## src/design/bba_pkg.sv

```systemverilog
// Shared types and constants for the buddy block allocator.
package bba_pkg;

  // Payload field widths.
  localparam int REQ_W   = 17;
  localparam int START_W = 16;
  localparam int SIZE_W  = 17;
  localparam int ORDER_W = 5;

  // Stream data widths, padded to whole bytes.
  localparam int IN_TDATA_W  = 24;
  localparam int OUT_TDATA_W = 56;

  // Order that the memory_order register takes at reset.
  localparam logic [ORDER_W-1:0] MEM_ORDER_RST = 5'd16;

  // Sequencer states.
  typedef enum logic [5:0] {
    ST_IDLE   = 6'b000001,
    ST_SIZE   = 6'b000010,
    ST_SEARCH = 6'b000100,
    ST_TAKE   = 6'b001000,
    ST_SPLIT  = 6'b010000,
    ST_RESULT = 6'b100000
  } state_t;

endpackage

```

## src/design/buddy_block_allocator.sv

```systemverilog
// Buddy block allocator: a level-walking sequencer over a per-order free store.
//
//  Channel   Direction  Signals                         Contents
//  -------   ---------  ------------------------------  ---------------------------------
//  request   in         s_tvalid s_tready s_tdata       request_size
//  result    out        m_tvalid m_tready m_tdata       granted, start, end, size
//  config    in         cfg_wr_en cfg_wr_data           memory_order
//
//  After a request beat is accepted, the sequencer steps one order counter through the
//  levels: up to the rounded-up order of the size, then up to the first level with a
//  free block, which it takes, and then back down to the wanted order while writing the
//  freed upper halves into the start store, before it loads the result.
//  A request that fails its size check goes straight from idle to the result state.
//  Reset is synchronous and brings up one free block of the top order at address 0.
//  The request side is ready only while the sequencer is idle; a result waits in the
//  output register while the next request is accepted and walked.
module buddy_block_allocator
  import bba_pkg::*;
#(
  parameter int MAX_ORDER = 16
) (
  input  logic                   clk,
  input  logic                   rst,
  input  logic                   s_tvalid,
  output logic                   s_tready,
  input  logic [IN_TDATA_W-1:0]  s_tdata,   // [16:0] request_size
  output logic                   m_tvalid,
  input  logic                   m_tready,
  output logic [OUT_TDATA_W-1:0] m_tdata,   // [0] granted, [16:1] block_start,
                                            // [32:17] block_end, [49:33] block_size
  input  logic                   cfg_wr_en,
  input  logic [ORDER_W-1:0]     cfg_wr_data  // memory_order
);

  // Index width for the order levels, and a counter width that can also hold one
  // step past the highest level so that a failed search can be seen.
  localparam int DEPTH = MAX_ORDER + 1;
  localparam int IW    = $clog2(DEPTH);
  localparam int LW    = $clog2(MAX_ORDER + 2);

  // Saturate a memory_order value to the highest level this instance holds.
  function automatic logic [LW-1:0] top_of(input logic [ORDER_W-1:0] ord);
    logic [LW-1:0] t;
    if (6'(ord) > 6'(MAX_ORDER)) begin
      t = LW'(MAX_ORDER);
    end else begin
      t = LW'(ord);
    end
    return t;
  endfunction

  // True when 2^l is smaller than the request.
  function automatic logic pow_lt(input logic [LW-1:0] l, input logic [REQ_W-1:0] r);
    logic [5:0] l6;
    logic       lt;
    l6 = 6'(l);
    if (l6 >= 6'd17) begin
      lt = 1'b0;
    end else begin
      lt = ((18'(1) << l6) < {1'b0, r});
    end
    return lt;
  endfunction

  state_t              state;
  logic [ORDER_W-1:0]  mem_order;
  logic [DEPTH-1:0]    level_valid;
  logic [START_W-1:0]  level_start [DEPTH];
  logic [START_W-1:0]  rd_data;

  logic [REQ_W-1:0]    req;
  logic [LW-1:0]       lvl;
  logic [LW-1:0]       want;
  logic [START_W-1:0]  blk_start;
  logic                grant;

  logic [LW-1:0]       top;
  logic [LW-1:0]       lvl_m1;
  logic [START_W-1:0]  half_off;
  logic                in_accept;
  logic                bad_size;
  logic                lvl_free;
  logic                out_free;
  logic                split_we;
  logic                mem_we;
  logic [LW-1:0]       mem_waddr;
  logic [START_W-1:0]  mem_wdata;
  logic                rd_en;
  logic [5:0]          top6;
  logic [REQ_W-1:0]    in_req;
  logic [SIZE_W-1:0]   res_size;

  assign top       = top_of(mem_order);
  assign top6      = 6'(top);
  assign s_tready  = (state == ST_IDLE);
  assign in_accept = s_tvalid && s_tready;
  assign in_req    = s_tdata[REQ_W-1:0];
  assign out_free  = !m_tvalid || m_tready;

  // A zero size, or one larger than the whole memory, fails without a walk.
  assign bad_size = (in_req == '0) ||
                    ((top6 < 6'd17) && ({1'b0, in_req} > (18'(1) << top6)));

  // The level under the counter holds a free block (only read while in range).
  assign lvl_free = (lvl <= top) && level_valid[lvl[IW-1:0]];

  // Splitting one level down frees the upper half at that level.
  assign lvl_m1   = lvl - LW'(1);
  assign half_off = (6'(lvl_m1) < 6'(START_W)) ? (START_W'(1) << lvl_m1) : '0;
  assign split_we = (state == ST_SPLIT) && (lvl > want);

  // One write port on the start store: reset and configuration place the top block at
  // address zero, the split walk writes each freed upper half.
  always_comb begin
    mem_we    = rst || cfg_wr_en || split_we;
    mem_waddr = lvl_m1;
    mem_wdata = blk_start + half_off;
    if (rst) begin
      mem_waddr = top_of(MEM_ORDER_RST);
      mem_wdata = '0;
    end else if (cfg_wr_en) begin
      mem_waddr = top_of(cfg_wr_data);
      mem_wdata = '0;
    end
  end

  assign rd_en = (state == ST_SEARCH) && lvl_free;

  always_ff @(posedge clk) begin
    if (mem_we) begin
      level_start[mem_waddr[IW-1:0]] <= mem_wdata;
    end
    if (rd_en) begin
      rd_data <= level_start[lvl[IW-1:0]];
    end
  end

  // Sequencer and control registers.
  always_ff @(posedge clk) begin
    if (rst) begin
      state       <= ST_IDLE;
      mem_order   <= MEM_ORDER_RST;
      level_valid <= DEPTH'(1) << top_of(MEM_ORDER_RST);
      m_tvalid    <= 1'b0;
    end else begin
      // In the result state the valid flag is reloaded below, so it is cleared here
      // only in the other states.
      if (m_tvalid && m_tready && (state != ST_RESULT)) begin
        m_tvalid <= 1'b0;
      end
      if (cfg_wr_en) begin
        mem_order   <= cfg_wr_data;
        level_valid <= DEPTH'(1) << top_of(cfg_wr_data);
      end
      case (state)
        ST_IDLE: begin
          if (in_accept) begin
            state <= bad_size ? ST_RESULT : ST_SIZE;
          end
        end
        // Step up to the smallest order that holds the request.
        ST_SIZE: begin
          if (!((lvl < top) && pow_lt(lvl, req))) begin
            state <= ST_SEARCH;
          end
        end
        // Step up to the first level that has a free block.
        ST_SEARCH: begin
          if (lvl > top) begin
            state <= ST_RESULT;
          end else if (lvl_free) begin
            state <= ST_TAKE;
          end
        end
        ST_TAKE: begin
          level_valid[lvl[IW-1:0]] <= 1'b0;
          state                    <= ST_SPLIT;
        end
        // Walk back down, leaving the upper half free at each level.
        ST_SPLIT: begin
          if (split_we) begin
            level_valid[lvl_m1[IW-1:0]] <= 1'b1;
          end else begin
            state <= ST_RESULT;
          end
        end
        ST_RESULT: begin
          if (out_free) begin
            m_tvalid <= 1'b1;
            state    <= ST_IDLE;
          end
        end
        default: begin
          state <= ST_IDLE;
        end
      endcase
    end
  end

  assign res_size = SIZE_W'(1) << want;

  // Working registers of the walk and the output payload.
  always_ff @(posedge clk) begin
    case (state)
      ST_IDLE: begin
        if (in_accept) begin
          req   <= in_req;
          lvl   <= '0;
          grant <= 1'b0;
        end
      end
      ST_SIZE: begin
        if ((lvl < top) && pow_lt(lvl, req)) begin
          lvl <= lvl + LW'(1);
        end else begin
          want <= lvl;
        end
      end
      ST_SEARCH: begin
        if ((lvl <= top) && !lvl_free) begin
          lvl <= lvl + LW'(1);
        end
      end
      ST_TAKE: begin
        blk_start <= rd_data;
      end
      ST_SPLIT: begin
        if (split_we) begin
          lvl <= lvl_m1;
        end else begin
          grant <= 1'b1;
        end
      end
      ST_RESULT: begin
        if (out_free) begin
          if (grant) begin
            m_tdata <= OUT_TDATA_W'({res_size,
                                     blk_start + START_W'(res_size - SIZE_W'(1)),
                                     blk_start, 1'b1});
          end else begin
            m_tdata <= '0;
          end
        end
      end
      default: begin
        lvl <= lvl;
      end
    endcase
  end

endmodule

```

## config.mk

```make
export PLATFORM = sky130hd
export DESIGN_NAME = buddy_block_allocator
export DESIGN_NICKNAME = d
export VERILOG_FILES = /design/src/design/bba_pkg.sv /design/src/design/buddy_block_allocator.sv
export SDC_FILE = /design/constraint.sdc
export NUM_CORES = 1
export LEC_CHECK = 0
export ABC_AREA = 1
export BUFFER_PORTS_ARGS = -buffer_cell sky130_fd_sc_hd__buf_2
export CORE_MARGIN = 1.5
export CORE_UTILIZATION = 50
export DETAILED_ROUTE_END_ITERATION = 8
export GPL_ROUTABILITY_DRIVEN = 1
export PLACE_DENSITY_LB_ADDON = 0.08
export SYNTH_ARGS = -nofsm -noshare
export SYNTH_HDL_FRONTEND = slang
export SYNTH_SLANG_ARGS = --single-unit
```

## constraint.sdc

```tcl
create_clock -name clk -period 12.2 [get_ports clk]
set_clock_uncertainty 0.2 [all_clocks]
set_input_delay 1.22 -clock clk [delete_from_list [all_inputs] [get_ports clk]]
set_output_delay 1.22 -clock clk [all_outputs]
set_load 0.01 [all_outputs]
```

* Word-level counts from Yosys, hierarchy flattened *
Memories as Yosys holds them, arrays and structs flattened. A register that Yosys moved wholly into a read port is not among the register bits.
Index checks and enable logic that the tools add are counted.

word-level totals
  flip-flop bits (word level) = 129
  bits in writable memories = 272
  bits of input ports = 34
  output and inout bits = 58
  logic and storage cells = 127
  memories = 1

memories
  memory       words  bits a word  read ports  clocked after memory_dff  wr ports  line                         text
  level_start  17     16           1           1                         1         buddy_block_allocator.sv:68  logic [START_W-1:0] level_start [DEPTH];

operators by class
  $add $sub $neg = 5
  $lt $le $gt $ge = 15
  equal/unequal tests = 15
  shifts and indexed selects = 5
  muxes and demuxes = 44
  bitwise logic cells = 4
  reductions and logical operators = 27

operator list
  cell                                                  number
  2-to-1 mux 17 bit                                     3
  2-to-1 mux 5 bit                                      10
  2-to-1 mux 16 bit                                     3
  2-to-1 mux 6 bit                                      7
  case mux 6 bit (6 select lines)                       1
  << shifter 1 x 5 -> 18 bit (first input constant)     2
  case mux 17 bit (2 select lines)                      1
  << shifter 1 x 5 -> 17 bit (first input constant)     2
  adder 16 bit                                          2
  case mux 5 bit (4 select lines)                       1
  greater-than comparator 17 x 18 -> 1 bit              1
  < comparator 18 x 17 -> 1 bit                         1
  bitwise AND 17 bit                                    1
  logical NOT 17 bit                                    1
  inverter 17 bit                                       1
  bitwise OR 17 bit                                     1
  << shifter 1 x 5 -> 16 bit (first input constant)     1
  subtractor 16 x 1 -> 16 bit (second input constant)   1
  2-to-1 mux 1 bit                                      14
  logical AND 1 bit                                     12
  < comparator 5 x 6 -> 1 bit (second input constant)   2
  demux 1 bit (select 5 bit)                            2
  >= comparator 5 x 1 -> 1 bit (second input constant)  2
  greater-than comparator 5 bit                         2
  27 further kinds                                      41

* Longest topological paths before layout *
Gate-level depths: netlist of the first run.

  depth after elaboration = 10
  gate-level depth with buffers = 23
  mapped depth without buffers = 21

* Least setup slack after synthesis of the first run *
No wires, ideal clock.

  path kind = input to register
  start = in m_tready
  end = reg m_tdata[0] (enable)
  library setup time = 0.474 ns
  data arrival time = 3.735 ns
  data required time = 11.526 ns
  path slack = 7.791 ns
  stages on the path = 2
  path buffers = 0
  cells stage by stage = inv_1 -> a21oi_1

between the ends
  longest elaborated chain between the ends = 2

RTL lines
  item                                  line                          text
  start, declared                       buddy_block_allocator.sv:28   input logic m_tready,
  logical OR 1 bit                      buddy_block_allocator.sv:98   assign out_free = !m_tvalid || m_tready;
  AND reduction 2 bit (no source line)  --
  end signal, assigned                  buddy_block_allocator.sv:237  m_tdata <= OUT_TDATA_W'({res_size,
  end, declared                         buddy_block_allocator.sv:29   output logic [OUT_TDATA_W-1:0] m_tdata,

No other way between the ends.
A chain may end at the register's enable or synchronous reset.

* Final worst setup path of the first run *
  start = reg lvl[1]
  end = mem level_start[12][15] (data pin)

between the ends
  longest elaborated chain between the ends = 6
  elaborated cells between the ends (all ways) = 7
  those cells by class = 2 x add/sub; 1 x order compare; 1 x shift; 3 x mux

RTL lines
  item                                                                     line                          text
  start, declared                                                          buddy_block_allocator.sv:72   logic [LW-1:0] lvl;
  start signal, assigned                                                   buddy_block_allocator.sv:214  lvl <= lvl + LW'(1);
  start signal, assigned                                                   buddy_block_allocator.sv:221  lvl <= lvl + LW'(1);
  start signal, assigned                                                   buddy_block_allocator.sv:229  lvl <= lvl_m1;
  subtractor 5 x 1 -> 5 bit *                                              buddy_block_allocator.sv:108  assign lvl_m1 = lvl - LW'(1);
  < comparator 5 bit / << shifter 1 x 5 -> 16 bit (equally long branches)  buddy_block_allocator.sv:109  assign half_off = (6'(lvl_m1) < 6'(START_W)) ? (START_W'(1) << lvl_m1) : '0;
  2-to-1 mux 16 bit *                                                      buddy_block_allocator.sv:109
  adder 16 bit *                                                           buddy_block_allocator.sv:117  mem_wdata = blk_start + half_off;
  2-to-1 mux 16 bit *                                                      buddy_block_allocator.sv:121  end else if (cfg_wr_en) begin
  2-to-1 mux 16 bit *                                                      buddy_block_allocator.sv:118  if (rst) begin
  named net mem_wdata[15]                                                  buddy_block_allocator.sv:87   logic [START_W-1:0] mem_wdata;
  end, declared                                                            buddy_block_allocator.sv:68

Mark *: on every way through the listed nets, which the timed path passes. The rest lies on a longest branch.

==> results of run 1 <==
==> worst register-to-register path, stage by stage, from the launching register on <==
cell      delay, ns
edfxtp_1       0.36
buf_4          0.27
inv_2          0.61
buf_4          0.52
ha_1           0.52
ha_1           0.40
inv_1          0.17
nor2_2         0.15
inv_1          0.06
nor2_1         0.19
ha_1           0.33
a21oi_1        0.24
nand2_1        0.15
nand3_1        0.12
nand3_1        0.14
nand2_1        0.10
nand2_1        0.09
a21oi_1        1.01
==> where the power goes <==
group | switching, uW | total (uW) | internal (uW)
registers | 18.9 | 1630 | 1610
clock network | 555 | 1260 | 708
logic | 500 | 689 | 189
==> worst min path at each step <==
| stage | slack [ns] | end | cells past startpoint | from |
|---|---|---|---|---|
| 2_1_floorplan | 0.20 | blk_start[0] | 0 | rd_data[0] |
| 3_3_place_gp | 0.20 | blk_start[12] | 0 | rd_data[12] |
| 3_5_place_dp | 0.21 | blk_start[15] | 0 | rd_data[15] |
| 4_1_cts | 0.23 | blk_start[15] | 0 | rd_data[15] |
| 5_1_grt | 0.24 | blk_start[4] | 0 | rd_data[4] |
| 6_report | 0.23 | blk_start[15] | 0 | rd_data[15] |
==> routing by layer <==
metal  share of wire, %  global-route usage (%)
met5                  0                       0
met4                2.6                   7.868
met2                 48                   42.51
met3                5.7                   3.847
met1                 44                   34.18
==> per-stage QoR <==
stage	std cells	area (sq um)	hold WS [ns]
floorplan	1864	19530	0.2003
global placement	2423	20550	0.2040
detailed placement	2423	20550	0.2125
CTS	2504	21910	0.2334
global route	2505	21930	0.2429
finish	2505	21930	0.2256
==> Yosys cell counts, types with 2 or more instances <==
| cell type | n |
|---|---|
| o21ai_0 | 186 |
| o21ai_1 | 4 |
| buf_4 | 8 |
| nand2_2 | 6 |
| edfxtp_1 | 382 |
| clkinv_1 | 4 |
| dfxtp_1 | 29 |
| a21oi_1 | 95 |
| nand3b_1 | 2 |
| inv_2 | 7 |
| buf_2 | 13 |
| nand2_1 | 248 |
| o211ai_1 | 3 |
| clkbuf_1 | 48 |
| xor2_1 | 3 |
| fa_1 | 2 |
| ha_1 | 97 |
| inv_1 | 199 |
| nand4_1 | 32 |
| nor4_1 | 4 |
| buf_6 | 2 |
| nor2_4 | 4 |
| nor2_2 | 8 |
| o22ai_1 | 75 |
| o21a_1 | 8 |
| a31oi_1 | 7 |
| a21o_1 | 6 |
| o21bai_1 | 5 |
| a22oi_1 | 17 |
| nand3_1 | 51 |
| nor3_1 | 24 |
| nor2_1 | 264 |
==> area by class of cell <==
cell class,count,area (sq um)
antenna,1,2.502
clock buffer,48,1116
clock inverter,33,250.2
fill,3407,16630
inverter,211,795.8
multi-input combinational,1171,6416
sequential,411,12050
tap,518,648.1
timing repair buffer,112,645.6
==> cells by family after synthesis <==
logic type | count (synthesis)
AO/OA/AOI/OAI | 413
XOR/XNOR | 4
adder cells (fa/ha/maj) | 99
buffers and inverters | 282
flip-flops | 411
other | 1
AND/OR/NAND/NOR | 649
==> sequential cells by signal, indices dropped and copies added, names as in the netlist <==
signal	count
lvl	5
req	17
level_valid	17
mem_order	5
blk_start	16
want	5
m_tvalid	1
rd_data	16
level_start	272
grant	1
m_tdata	50
state	6
==> out/results.txt, run 1 <==
worst-path cell chain: buf_4 > inv_2 > buf_4 > ha_1 > ha_1 > inv_1 > nor2_2 > inv_1 > nor2_1 > ha_1 > a21oi_1 > nand2_1 > nand3_1 > nand3_1 > nand2_1 > nand2_1 > a21oi_1
Worst-Margin Slew: 1.325 ns
most frequent cells in the layout: edfxtp_1, nor2_1, nand2_1
largest net degree at the start of global routing: 111
worst slack at placement: 6.228 ns
total leakage power: 0.008501 uW
Root Driver: clkbuf_16
cts hold-fix bufs: 0
Critical Path RT: 12.19 ns
slowest stage cell, crit path: a21oi_1
largest family of logic cells by synthesized area: simple AND/OR/NAND/NOR gates
Initial DRC Count: 865
Max VDD drop: 0.1385 mV
max cap viols: 0
IO Count: 92
Post-Route WL: 50400 um
via count: 13800
RSZ-0062 raised after global routing: false
cell taking the most area after synthesis: edfxtp_1
Tmin final: 6.012 ns
DIE WIDTH: 200.5 um
Mapped Cells: 1859
CTS Sinks: 411
final core utilization: 56.87%
pwr dens: 163.2 nW/um^2
CTS tree: done
Max H-tree Level: 2
Clk pin slew, worst setup/hold paths: 0.06 ns
IO Port Bufs: 78
CP arrival: 6.00 ns
max_slew headroom: 11.68%
global route total overflow: 0
sequential fraction of the synthesis area: 61.76%
gpl congestion: 0.9160
DIE HEIGHT: 200.5 um
fmax: 166.3 MHz
ys flop type: edfxtp_1
Residual DRC: 0
drt first pass iters: 5
global-route wire length before repair: 77600 um
crit path kind: reg2reg
cell area after synthesis: 19510 sq um
post-CTS setup buffer count: 0
Core ar.: 38560 sq um
crit start category: register
Buf/Inv on CP: 5
# setup viols final: 0
status: complete, no violations
nets: 2084
Setup TNS: 0 ns
row count: 72
Critical Path Start: lvl[1]
Die Area: 40220 sq um
compound-cell area share of the yosys netlist: 11.76%
DP Wirelength: 31940 um
Total GRT Usage: 25.36%
Initial Util: 50.61%
crit-path max FO: 38
initial antenna violation count: 1
drt wl/cell: 20.12 um
max-slew violations: 0
worst min path class: reg2reg
vias in the first global route: 13500
FF-to-FF Start: lvl[1]
Crit path depth: 17
slowest stage delay, CP: 1.01 ns
Seq cells post-synth: 411
Top delay family on crit path: buffers and inverters
worst skew pair latency: 0.58 ns
cts repair resizes: 0
XOR/XNOR share of the synthesized area: 0.1795%
syn_area_per_cell: 10.50 sq um
CP Capture Point: level_start[12][15]
yosys synthesis warning count: 0
top-area cell type share of the netlist area: 58.79%
overall power: 3579 uW
reg2reg setup slack: 6.19 ns
mux share of post-synthesis cell area: 0%
Area growth syn-to-layout: 12.37%
synth top area cells: edfxtp_1, ha_1, nor2_1
total CTS buffers: 44
final worst slack: 6.188 ns
vias per cell: 5.508
Async SR Flop Fraction: 0%
share of layout cells above drive strength 1: 11.33%
Detail Route Antenna Nets: 0
Worst setup EP type: register
Synth Area in Adders: 6.425%
maximum root-to-sink buffer count: 3
Hold Vio Cnt, Final: 0
r2r endpoint: level_start[12][15]
Netlist cell types: 48
Tcrit/Tclk final: 49.28%
Worst R2R Path Depth: 17
commonest non-fill, non-tap cell in the layout: edfxtp_1
Simple-Gate Fraction of Synth Area: 14.11%
EDFF count, synth: 382
No activity file was read; power rests on OpenSTA's default activity.
==> inputs of run 2 (changes only) <==
==> constraint.sdc (replaced) <==
create_clock -name clk -period 6.16 [get_ports clk]
set_clock_uncertainty 0.2 [all_clocks]
set_input_delay 0.616 -clock clk [delete_from_list [all_inputs] [get_ports clk]]
set_output_delay 0.616 -clock clk [all_outputs]
set_load 0.01 [all_outputs]
==> run 2 against run 1 <==
- fmax rose by 23%
- sequential power rose by 98%
- clock-buffer cell count rose by 8
- cell count rose by 0.16%
- utilization barely moved
- sequential share of layout area barely moved
- largest cell class unchanged
==> out/results.txt, run 2 (same netlist as run 1, synthesis figures left out) <==
Worst-Margin Slew: 1.382 ns
Post-Route WL: 50570 um
Tcrit/Tclk final: 79.46%
Reg area: 12050 sq um
Tmin final: 4.895 ns
global-route wire length before repair: 77870 um
sw power: 2112 uW
status: complete, no violations
placed cell count: 2427
max-slew violations: 0
IO Count: 92
logic gate share of total power: 19.2%
maximum root-to-sink buffer count: 3
Root Driver: clkbuf_16
Clk pin slew, worst setup/hold paths: 0.06 ns
Critical Path RT: 6.15 ns
crit-path max FO: 32
Hold Vio Cnt, Final: 0
CTS tree: done
Detail Route Antenna Nets: 0
DIE WIDTH: 200.5 um
Worst R2R Path Depth: 15
max cap viols: 0
Max VDD drop: 0.2676 mV
Multi-input gate area: 6406 sq um
reg2reg setup slack: 1.26 ns
Largest register FFs: 272
# setup viols final: 0
initial antenna violation count: 1
post-CTS setup buffer count: 0
cts repair resizes: 0
Design Area, Final: 21910 sq um
Residual DRC: 0
Core ar.: 38560 sq um
Max H-tree Level: 2
fin cells: 2509
CP arrival: 4.88 ns
slowest stage cell, crit path: a21oi_1
worst skew pair latency: 0.59 ns
total leakage power: 0.008519 uW
drt wl/cell: 20.15 um
cts hold-fix bufs: 0
final core utilization: 56.82%
DIE HEIGHT: 200.5 um
Filler cells: 3399
sequential share of power: 45.9%
commonest non-fill, non-tap cell in the layout: edfxtp_1
drt first pass iters: 5
DP Wirelength: 31600 um
clock group share of total power: 34.9%
fmax: 204.3 MHz
Setup TNS: 0 ns
Area growth syn-to-layout: 12.29%
max_slew headroom: 7.846%
RSZ-0062 raised after global routing: false
IO Port Bufs: 78
Placed Area: 20580 sq um
Total GRT Usage: 25.35%
vias in the first global route: 13410
largest net degree at the start of global routing: 109
Worst setup EP type: register
via count: 14060
crit start category: register
r2r endpoint: level_start[12][15]
gpl congestion: 0.9082
WHS Path Cells: 1
Initial Util: 50.61%
slowest stage delay, CP: 1.05 ns
CTS Sinks: 411
FF-to-FF Start: lvl[0]
hold_sp: s_tdata[10]
crit path kind: reg2reg
total CTS buffers: 44
worst-path cell chain: inv_4 > ha_1 > ha_1 > nor2_2 > inv_2 > nor2_1 > ha_1 > a21oi_1 > a21boi_0 > inv_1 > nand2_1 > nand3_1 > nand2_1 > nand2_1 > a21oi_1
nets: 2089
most frequent cells in the layout: edfxtp_1, nor2_1, nand2_1
row count: 72
global route total overflow: 0
pwr dens: 321.5 nW/um^2
Initial DRC Count: 962
share of layout cells above drive strength 1: 11.26%
Int Power: 4931 uW
vias per cell: 5.603
Die Area: 40220 sq um
WHS Endpoint: req[10]
switch share: 29.99%
worst min path class: in2reg
## run 2: power by group through the flow
| stage | combinational [uW] | clock [uW] | sequential (uW) |
|---|---|---|---|
| 2_1_floorplan | 925 | 0 | 3280 |
| 4_1_cts | 1350 | 2510 | 3230 |
| 5_1_grt | 1500 | 2600 | 3240 |
| 3_3_place_gp | 1320 | 0 | 3290 |
| 3_5_place_dp | 1340 | 0 | 3290 |
| 6_report | 1350 | 2460 | 3230 |
## run 2: worst max-delay path by stage
stage                      start                  end  slack (ns)
final                     lvl[0]  level_start[12][15]        1.26
after global routing      lvl[1]   level_start[7][15]        1.00
after CTS                 lvl[0]  level_start[12][15]        1.38
after detailed placement  lvl[0]   level_start[7][15]        1.41
after global placement    lvl[1]   level_start[7][15]        1.38
after floorplan           lvl[1]   level_start[16][0]        1.82
## run 2: critical path, delay by kind of cell (launching register included)
kind | cells | cell delay [ns]
AO/OA/AOI/OAI | 3 | 1.52
adder cells (fa/ha/maj) | 3 | 1.21
buffers and inverters | 3 | 0.43
flip-flops | 1 | 0.43
AND/OR/NAND/NOR | 6 | 0.67
## run 2: cell type report
type	count	share of cell area, %
repair buffers	117	3.118
well taps	518	2.958
multi-input cells	1171	29.24
inverters	211	3.632
clock buffers	56	5.231
clock inverters	24	0.8052
diodes	1	0.01142
flip-flops and latches	411	55.01
## run 2: per-stage QoR
| stage | total power, uW | worst slack (ns) | hold slack [ns] |
|---|---|---|---|
| finish | 7043 | 1.265 | 0.04784 |
| global route | 7345 | 1.004 | 0.03720 |
| CTS | 7086 | 1.381 | 0.02495 |
| detailed placement | 4631 | 1.413 | 0.2065 |
| global placement | 4610 | 1.382 | 0.2013 |
| floorplan | 4205 | 1.817 | 0.2003 |
## run 2: layer usage
layer	share of wire (%)	wire length [um]	GRT usage, %	up-vias
li1	-	-	-	6708
met2	47	23640	41.15	448
met3	5.9	2981	3.328	88
met4	2.6	1335	8.539	0
met1	45	22610	35.44	6813
met5	0	0	0	-
